### src/sv/tcp_out_of_order_segment_store_macros.svh
// assertion macros shared by the segment store rtl
// expects clk and arst_n in the scope of each use
`ifndef TCP_OUT_OF_ORDER_SEGMENT_STORE_MACROS_SVH
`define TCP_OUT_OF_ORDER_SEGMENT_STORE_MACROS_SVH

// condition holds in the same cycle
`define TOOSS_ASSERT_IMPLY(label, cond, expr) \
	label: assert property (@(posedge clk) disable iff (!arst_n) (cond) |-> (expr)) \
		else $error("tooss assertion failed");

// condition holds in the following cycle
`define TOOSS_ASSERT_NEXT(label, cond, expr) \
	label: assert property (@(posedge clk) disable iff (!arst_n) (cond) |=> (expr)) \
		else $error("tooss assertion failed");

`endif

### src/sv/tooss_pkg.sv
// types, sizes and status codes of the out-of-order segment store
// no dependencies
package tooss_pkg;

	localparam int SEG_MAX = 16;
	localparam int CNT_W = $clog2(SEG_MAX + 1);
	localparam int SEQ_W = 32;
	localparam int LEN_W = 16;
	localparam logic [SEQ_W:0] SEQ_TOP = {1'b1, {SEQ_W{1'b0}}};

	typedef enum logic [2:0] {
		ST_STORED  = 3'd0,
		ST_IGNORED = 3'd1,
		ST_DROPPED = 3'd2,
		ST_FULL    = 3'd3,
		ST_CLEARED = 3'd4
	} status_t;

	// one cell to its right neighbour
	typedef struct packed {
		logic             lt;
		logic [SEQ_W-1:0] start;
		logic [LEN_W-1:0] size;
	} link_t;

	// broadcast from the controller to every cell
	typedef struct packed {
		logic             ins;
		logic [SEQ_W:0]   seg_end;
		logic [SEQ_W-1:0] new_start;
		logic [LEN_W-1:0] new_size;
	} bcast_t;

endpackage

### src/sv/tooss_cell.sv
// one slot of the sorted segment chain: holds start and size,
// compares against the new end and shifts right on insert; uses tooss_pkg
module tooss_cell (
	input  logic                      clk,
	input  logic                      arst_n,
	input  logic                      occ,
	input  tooss_pkg::bcast_t         bc,
	input  tooss_pkg::link_t          left,
	output tooss_pkg::link_t          right,
	output logic [tooss_pkg::SEQ_W:0] pe
);

	logic                          lt_q;
	logic [tooss_pkg::SEQ_W-1:0]   start_q;
	logic [tooss_pkg::LEN_W-1:0]   size_q;
	logic [tooss_pkg::SEQ_W:0]     pe_q;

	always_ff @(posedge clk or negedge arst_n) begin
		if (!arst_n) begin
			lt_q <= 1'b0;
		end else begin
			lt_q <= occ && ({1'b0, start_q} < bc.seg_end);
		end
	end

	always_ff @(posedge clk) begin
		pe_q <= {1'b0, start_q} + {{(tooss_pkg::SEQ_W - tooss_pkg::LEN_W + 1){1'b0}}, size_q};
		if (bc.ins && !lt_q) begin
			if (left.lt) begin
				start_q <= bc.new_start;
				size_q  <= bc.new_size;
			end else begin
				start_q <= left.start;
				size_q  <= left.size;
			end
		end
	end

	assign right = '{lt: lt_q, start: start_q, size: size_q};
	assign pe    = pe_q;

endmodule

### src/sv/tcp_out_of_order_segment_store.sv
// Out-of-order segment store for one flow: a chain of tooss_cell slots kept sorted by start,
// with the insert, trim and clear control. Uses tooss_pkg and the tooss assertion macros.
// Accepting a word clips the segment to the top of the sequence space; in S_CMP every cell
// compares its start with the new end; in S_DEC, once the output is free, the predecessor
// is picked, the front trim worked out, the result registered and the cells shifted. A new
// word is accepted once the result is registered; the result register is held until taken.
`include "tcp_out_of_order_segment_store_macros.svh"

module tcp_out_of_order_segment_store (
	input  logic        clk,
	input  logic        arst_n,
	input  logic        s_tvalid,
	output logic        s_tready,
	input  logic [79:0] s_tdata,  // seg_seq[31:0], seg_len[47:32], expected_seq[79:48]
	input  logic [0:0]  s_tuser,  // cmd[0]
	output logic        m_tvalid,
	input  logic        m_tready,
	output logic [79:0] m_tdata,  // kept_seq[31:0], kept_len[47:32], front_trim[63:48],
	                              // slot_index[68:64], held_count[73:69], zero fill
	output logic [2:0]  m_tuser   // status[2:0]
);

	localparam int N  = tooss_pkg::SEG_MAX;
	localparam int CW = tooss_pkg::CNT_W;
	localparam int SW = tooss_pkg::SEQ_W;
	localparam int LW = tooss_pkg::LEN_W;

	typedef enum logic [1:0] {S_IDLE, S_CMP, S_DEC} state_t;

	state_t              state_q;
	logic [CW-1:0]       count_q;
	logic [CW-1:0]       count_nxt;
	tooss_pkg::status_t  status_q;
	tooss_pkg::status_t  status_nxt;
	logic [SW-1:0]       kseq_q;
	logic [LW-1:0]       klen_q;
	logic [LW-1:0]       ftrim_q;
	logic [CW-1:0]       slot_q;

	logic                cmd_q;
	logic                ahead_q;
	logic                zero_q;
	logic [SW-1:0]       seq_q;
	logic [LW-1:0]       len_q;
	logic [SW:0]         end_q;

	logic [SW-1:0]       in_seq;
	logic [LW-1:0]       in_len;
	logic [SW-1:0]       in_exp;
	logic [SW:0]         end_raw;
	logic                over;

	tooss_pkg::link_t    links [N+1];
	logic [SW:0]         pe_arr [N];
	logic [N-1:0]        lt_vec;
	logic [N-1:0]        occ_vec;
	logic [N-1:0]        pred_oh;
	logic [N:0]          bound_oh;
	logic [CW-1:0]       pos;
	logic [SW:0]         pe_sel;
	logic                front_pos;
	logic [SW:0]         front;
	logic                drop;
	logic [SW-1:0]       kseq_nxt;
	logic [LW-1:0]       klen_nxt;
	logic                dec_go;
	logic                store;
	tooss_pkg::bcast_t   bc;

	assign in_seq  = s_tdata[31:0];
	assign in_len  = s_tdata[47:32];
	assign in_exp  = s_tdata[79:48];
	assign end_raw = {1'b0, in_seq} + {{(SW - LW + 1){1'b0}}, in_len};
	assign over    = end_raw > tooss_pkg::SEQ_TOP;

	assign s_tready = (state_q == S_IDLE);

	always_ff @(posedge clk) begin
		if (s_tvalid && s_tready) begin
			cmd_q   <= s_tuser[0];
			ahead_q <= in_exp < in_seq;
			zero_q  <= (in_len == '0);
			seq_q   <= in_seq;
			len_q   <= over ? (~in_seq[LW-1:0] + 1'b1) : in_len;
			end_q   <= over ? tooss_pkg::SEQ_TOP : end_raw;
		end
	end

	// cell chain
	assign links[0] = '{lt: 1'b1, start: '0, size: '0};

	for (genvar i = 0; i < N; i++) begin : g_cell
		assign occ_vec[i] = CW'(i) < count_q;
		assign lt_vec[i]  = links[i+1].lt;
		tooss_cell u_cell (
			.clk    (clk),
			.arst_n (arst_n),
			.occ    (occ_vec[i]),
			.bc     (bc),
			.left   (links[i]),
			.right  (links[i+1]),
			.pe     (pe_arr[i])
		);
	end

	// predecessor and insert position from the sorted compare prefix
	always_comb begin
		bound_oh[0] = ~lt_vec[0];
		for (int i = 1; i < N; i++) begin
			bound_oh[i] = lt_vec[i-1] & ~lt_vec[i];
		end
		bound_oh[N] = lt_vec[N-1];
		for (int i = 0; i < N - 1; i++) begin
			pred_oh[i] = lt_vec[i] & ~lt_vec[i+1];
		end
		pred_oh[N-1] = lt_vec[N-1];
		pos    = '0;
		pe_sel = '0;
		for (int i = 0; i <= N; i++) begin
			pos = pos | ({CW{bound_oh[i]}} & CW'(i));
		end
		for (int i = 0; i < N; i++) begin
			pe_sel = pe_sel | ({(SW+1){pred_oh[i]}} & pe_arr[i]);
		end
	end

	assign front_pos = (|lt_vec) && (pe_sel > {1'b0, seq_q});
	assign front     = front_pos ? (pe_sel - {1'b0, seq_q}) : '0;
	assign drop      = front >= {{(SW - LW + 1){1'b0}}, len_q};
	assign kseq_nxt  = front_pos ? pe_sel[SW-1:0] : seq_q;
	assign klen_nxt  = len_q - front[LW-1:0];

	always_comb begin
		store      = 1'b0;
		count_nxt  = count_q;
		status_nxt = tooss_pkg::ST_STORED;
		priority if (cmd_q) begin
			status_nxt = tooss_pkg::ST_CLEARED;
			count_nxt  = '0;
		end else if (!ahead_q) begin
			status_nxt = tooss_pkg::ST_IGNORED;
		end else if (zero_q || drop) begin
			status_nxt = tooss_pkg::ST_DROPPED;
		end else if (count_q == CW'(N)) begin
			status_nxt = tooss_pkg::ST_FULL;
		end else begin
			store     = 1'b1;
			count_nxt = count_q + 1'b1;
		end
	end

	assign dec_go = (state_q == S_DEC) && (!m_tvalid || m_tready);

	assign bc = '{ins: dec_go && store, seg_end: end_q,
		new_start: kseq_nxt, new_size: klen_nxt};

	always_ff @(posedge clk or negedge arst_n) begin
		if (!arst_n) begin
			state_q  <= S_IDLE;
			count_q  <= '0;
			m_tvalid <= 1'b0;
			status_q <= tooss_pkg::ST_STORED;
			kseq_q   <= '0;
			klen_q   <= '0;
			ftrim_q  <= '0;
			slot_q   <= '0;
		end else begin
			if (dec_go) begin
				m_tvalid <= 1'b1;
			end else if (m_tready) begin
				m_tvalid <= 1'b0;
			end
			unique case (state_q)
				S_IDLE: begin
					if (s_tvalid) begin
						state_q <= S_CMP;
					end
				end
				S_CMP: begin
					state_q <= S_DEC;
				end
				S_DEC: begin
					if (dec_go) begin
						state_q  <= S_IDLE;
						count_q  <= count_nxt;
						status_q <= status_nxt;
						kseq_q   <= store ? kseq_nxt : '0;
						klen_q   <= store ? klen_nxt : '0;
						ftrim_q  <= store ? front[LW-1:0] : '0;
						slot_q   <= store ? pos : '0;
					end
				end
				default: begin
					state_q <= S_IDLE;
				end
			endcase
		end
	end

	assign m_tuser = status_q;
	assign m_tdata = {6'b0, 5'(count_q), 5'(slot_q), ftrim_q, klen_q, kseq_q};

	`TOOSS_ASSERT_IMPLY(a_count_range, 1'b1, count_q <= CW'(N))
	`TOOSS_ASSERT_IMPLY(a_lt_prefix, state_q == S_DEC, ((lt_vec >> 1) & ~lt_vec) == '0)
	`TOOSS_ASSERT_NEXT(a_store_grows, bc.ins, count_q == CW'($past(count_q) + 1'b1))
	`TOOSS_ASSERT_IMPLY(a_clear_empty, m_tvalid && (m_tuser == tooss_pkg::ST_CLEARED),
		m_tdata[73:69] == 5'd0)

endmodule

### config.mk
export PLATFORM = sky130hd
export DESIGN_NAME = tcp_out_of_order_segment_store
export DESIGN_NICKNAME = d
export VERILOG_FILES = /design/src/sv/tooss_pkg.sv /design/src/sv/tooss_cell.sv /design/src/sv/tcp_out_of_order_segment_store.sv
export VERILOG_INCLUDE_DIRS = /design/src /design/src/sv
export SDC_FILE = /design/constraint.sdc
export NUM_CORES = 2
export LEC_CHECK = 0
export ABC_AREA = 1
export BUFFER_PORTS_ARGS = -buffer_cell sky130_fd_sc_hd__buf_2
export CORE_ASPECT_RATIO = 1.5
export CORE_MARGIN = 3
export CORE_UTILIZATION = 53
export CTS_CLUSTER_SIZE = 14
export DETAILED_ROUTE_END_ITERATION = 8
export GPL_TIMING_DRIVEN = 0
export PLACE_DENSITY = 0.69
export RECOVER_POWER = 50
export SYNTH_ARGS = -nofsm -noshare
export SYNTH_HDL_FRONTEND = slang
export SYNTH_SLANG_ARGS = --single-unit
### constraint.sdc
create_clock -name clk -period 19.5 [get_ports clk]
set_input_delay 3.9 -clock clk [delete_from_list [all_inputs] [get_ports clk]]
set_output_delay 3.9 -clock clk [all_outputs]
set_load 0.005 [all_outputs]
==> results.yml <==
final_layout:
  layout_commonest_cell: "nand2_1"
  nets: 10500
  layout-drive-gt1-share_pct: 5.37
  syn2layout_area_growth_pct: 10.6
  regArea_um2: 38600
  multi_input_comb_area_um2: 41100
  n_fill_cell: 13900
  final_cell_mix: "nand2_1 (2135), o21ai_0 (970), ha_1 (865), edfxtp_1 (852), inv_1 (699)"
  stdcell_count: 11700
route:
  first_pass_iters: 6
  final_antenna_net_count: 0
  routedWlPerCell_um: 31.8
  drtIter0Drc: 9092
  route.detailed.drc: 0
  wl_um: 373000
  vias: 73700
  vias_per_cell: 6.28
synthesis:
  synth_area_um2: 83600
  synth_area_leaders: "edfxtp_1 (31%), ha_1 (13%), dfxtp_1 (13%)"
  netlist.area_leader.share_pct: 30.6
  synth_flop_cell: "edfxtp_1"
  synth_edf_count: 852
  yosysUniqueCellTypes: 69
  synthArstFlopShare_pct: 6.50
  yosysTopAreaCell: "edfxtp_1"
  postSynthAreaPerCell_um2: 9.12
  ys_seq_area_share_pct: 46.1
  yosys_warnings: 0
  synth_cells: 9164
  ys_ff_latch: 1476
placed_design:
  place_congestion: 1.07
  post-dp-hpwl_um: 297000
  port_buffers: 163
  dp.cells: 11400
clock_tree:
  cts-resized-gates: 0
  tritoncts: "yes"
  cts_root_buf: "clkbuf_16"
  cts_num_sinks: 1476
  htree_num_levels: 4
  clkLatencyLatePin_ps: 830
  postCtsHoldBufs: 0
  ctsLongestPathBuffers: 3
  cts_buffers: 148
  clk_pin_slew_ps: 70
  cts_setup_buffers: 0
sta:
  slew_headroom_pct: -230
  setup_tns_ps: 0
  slew_violations: 349
  rsz0062_at_grt: "no"
  fin_crit_sh_pct: 75.5
  tightestPinTransition_ps: 4950
  hold_viol_final: 0
  fmax_mhz: 68.0
  finClkSkew_ps: 37.8
  fin_crit_ps: 14710
  setup_violations: 0
run_status:
  violations: "max-capacitance violations, max-slew violations"
  status: "finished with violations"
grt:
  grt_max_degree: 63
  antenna_found_initial: 22
  grt_usage_pct: 44.9
  grt_overflow: 0
  grt_pass1_wl_um: 511000
  grt_pass1_vias: 71000
setup_path:
  cp_num_buf_inv: 13
  cp-start-kind: "flip-flop"
  crit_type: "flip-flop to flip-flop"
  cpLargestDelayFamily: "simple AND/OR/NAND/NOR gates"
  cp_slowest_cell: "a2111oi_0"
  cpMostUsedCell: "nand2_1"
  cp-end-kind: "flip-flop"
  path_max_fanout: 29
  crit_path_max_incr_delay_ps: 1340
  worstPathRequired_ps: 20010
  critPathArrivalTime_ps: 15220
floorplanning:
  rows: 177
  design.core.area_um2: 156000
  die-width_um: 330
  initial_core_util_pct: 53.6
  ios: 170
  fp.dieH_um: 492
  die_area_um2: 163000
worst_hold_path:
  hp-class: "flip-flop to flip-flop"
power_and_ir_drop:
  power_density_nw_per_um2: 105
  p_leak_nw: 40.5
  ir_drop_v: 0.0000968
run:
  maxCapViolCount: 32
-- power breakdown --
group | total, W | internal, W | leakage (nW) | switching, W
combinational | 0.00267 | 0.000733 | 24.6 | 0.00193
sequential | 0.00403 | 0.00372 | 13.5 | 0.000308
clock | 0.00298 | 0.00165 | 2.44 | 0.00133
total | 0.00967 | 0.00610 | 40.5 | 0.00357
-- cells by family (layout without fill, tap and decap cells) --
| kind of cell | after synthesis | in the layout | share of synthesized area (%) |
|---|---|---|---|
| AND/OR/NAND/NOR | 3248 | 3248 | 16.2 |
| AO/OA/AOI/OAI | 2003 | 2003 | 13.9 |
| flip-flops | 1476 | 1476 | 46.1 |
| buffers and inverters | 1019 | 1513 | 4.78 |
| adder cells (fa/ha/maj) | 884 | 884 | 13.4 |
| XOR/XNOR | 533 | 533 | 5.58 |
| other | 1 | 18 | 0.00449 |
-- worst paths after layout --
| path | start | end | slack (ps) | cells past startpoint |
|---|---|---|---|---|
| hold / removal | kseq_q[24]$_DFFE_PN0P_ | kseq_q[24]$_DFFE_PN0P_ | 480 | 2 |
| min in group asynchronous | arst_n | ftrim_q[8]$_DFFE_PN0P_ | 3640 | 1 |
| setup reg to reg | g_cell[11].u_cell.lt_q$_DFF_PN0_ | g_cell[0].u_cell.size_q[11]$_DFFE_PP_ | 4790 | 43 |
| max in group asynchronous | arst_n | g_cell[14].u_cell.lt_q$_DFF_PN0_ | 10240 | 2 |
| hold reg to reg | kseq_q[24]$_DFFE_PN0P_ | kseq_q[24]$_DFFE_PN0P_ | 480 | 2 |
| setup / recovery | g_cell[11].u_cell.lt_q$_DFF_PN0_ | g_cell[0].u_cell.size_q[11]$_DFFE_PP_ | 4790 | 43 |
-- Yosys cell counts, types with 8 or more instances --
library cell and count:
a2111oi_0 19, a211oi_1 54, a21boi_0 39, a21boi_1 8
a21o_1 21, a21oi_1 564, a221oi_1 68, a22o_1 66
a31oi_1 14, a32o_1 14, buf_2 13, buf_4 18
clkbuf_1 233, clkbuf_2 13, dfrtp_1 96, dfxtp_1 528
edfxtp_1 852, fa_1 19, ha_1 865, inv_1 698
inv_2 27, nand2_1 2131, nand3_1 271, nand3b_1 13
nand4_1 170, nor2_1 416, nor2_2 24, nor3_1 127
nor3b_1 16, nor4_1 24, o2111ai_1 8, o211ai_1 19
o21a_1 11, o21ai_0 906, o21ai_1 58, o21ai_2 59
o21bai_1 29, o221a_2 25, or2_2 19, xnor2_1 214
xor2_1 319
-- routing by layer --
| layer | up-vias | track usage, % | share of wire [%] |
|---|---|---|---|
| met3 | 1137 | 9.46 | 9.9 |
| li1 | 32600 | - | - |
| met4 | 12 | 40.0 | 11 |
| met1 | 35400 | 53.2 | 35 |
| met2 | 4501 | 68.6 | 44 |
| met5 | - | 0 | 0.021 |
-- per-stage QoR --
stage               setup slack (ps)  hold slack [ps]  power [W]  utilization (%)  area [um^2]
floorplan                       8910              450    0.00538                -        83600
finish                          4790              480    0.00967             59.3        92500
detailed placement              7760              464    0.00667             56.5        88000
global placement                4910              453    0.00657             55.8        87000
global route                    4990              499    0.00995             59.3        92400
CTS                             7720              480    0.00959             59.6        93000
-- state kept, by name, summed over array words and instances (netlist names), 32 cells and up --
name	cells
g_cell.u_cell.size_q	256
seq_q	32
end_q	33
kseq_q	32
g_cell.u_cell.start_q	512
g_cell.u_cell.pe	528
-- final cells by class --
cell class,instances,area share [%]
sequential,1476,41.7
inverter,727,2.95
clock buffer,224,4.85
multi-input combinational,6674,44.4
clock inverter,54,0.480
timing repair buffer,216,1.43
antenna,12,0.0325
buffer,292,1.33
tap,2058,2.79
-- worst min-delay path, cell delays in order (launching register included) --
cell,delay (ps)
dfrtp_1,340
nand2_1,60
o21ai_2,40
Power figures use the tool's default switching activity.
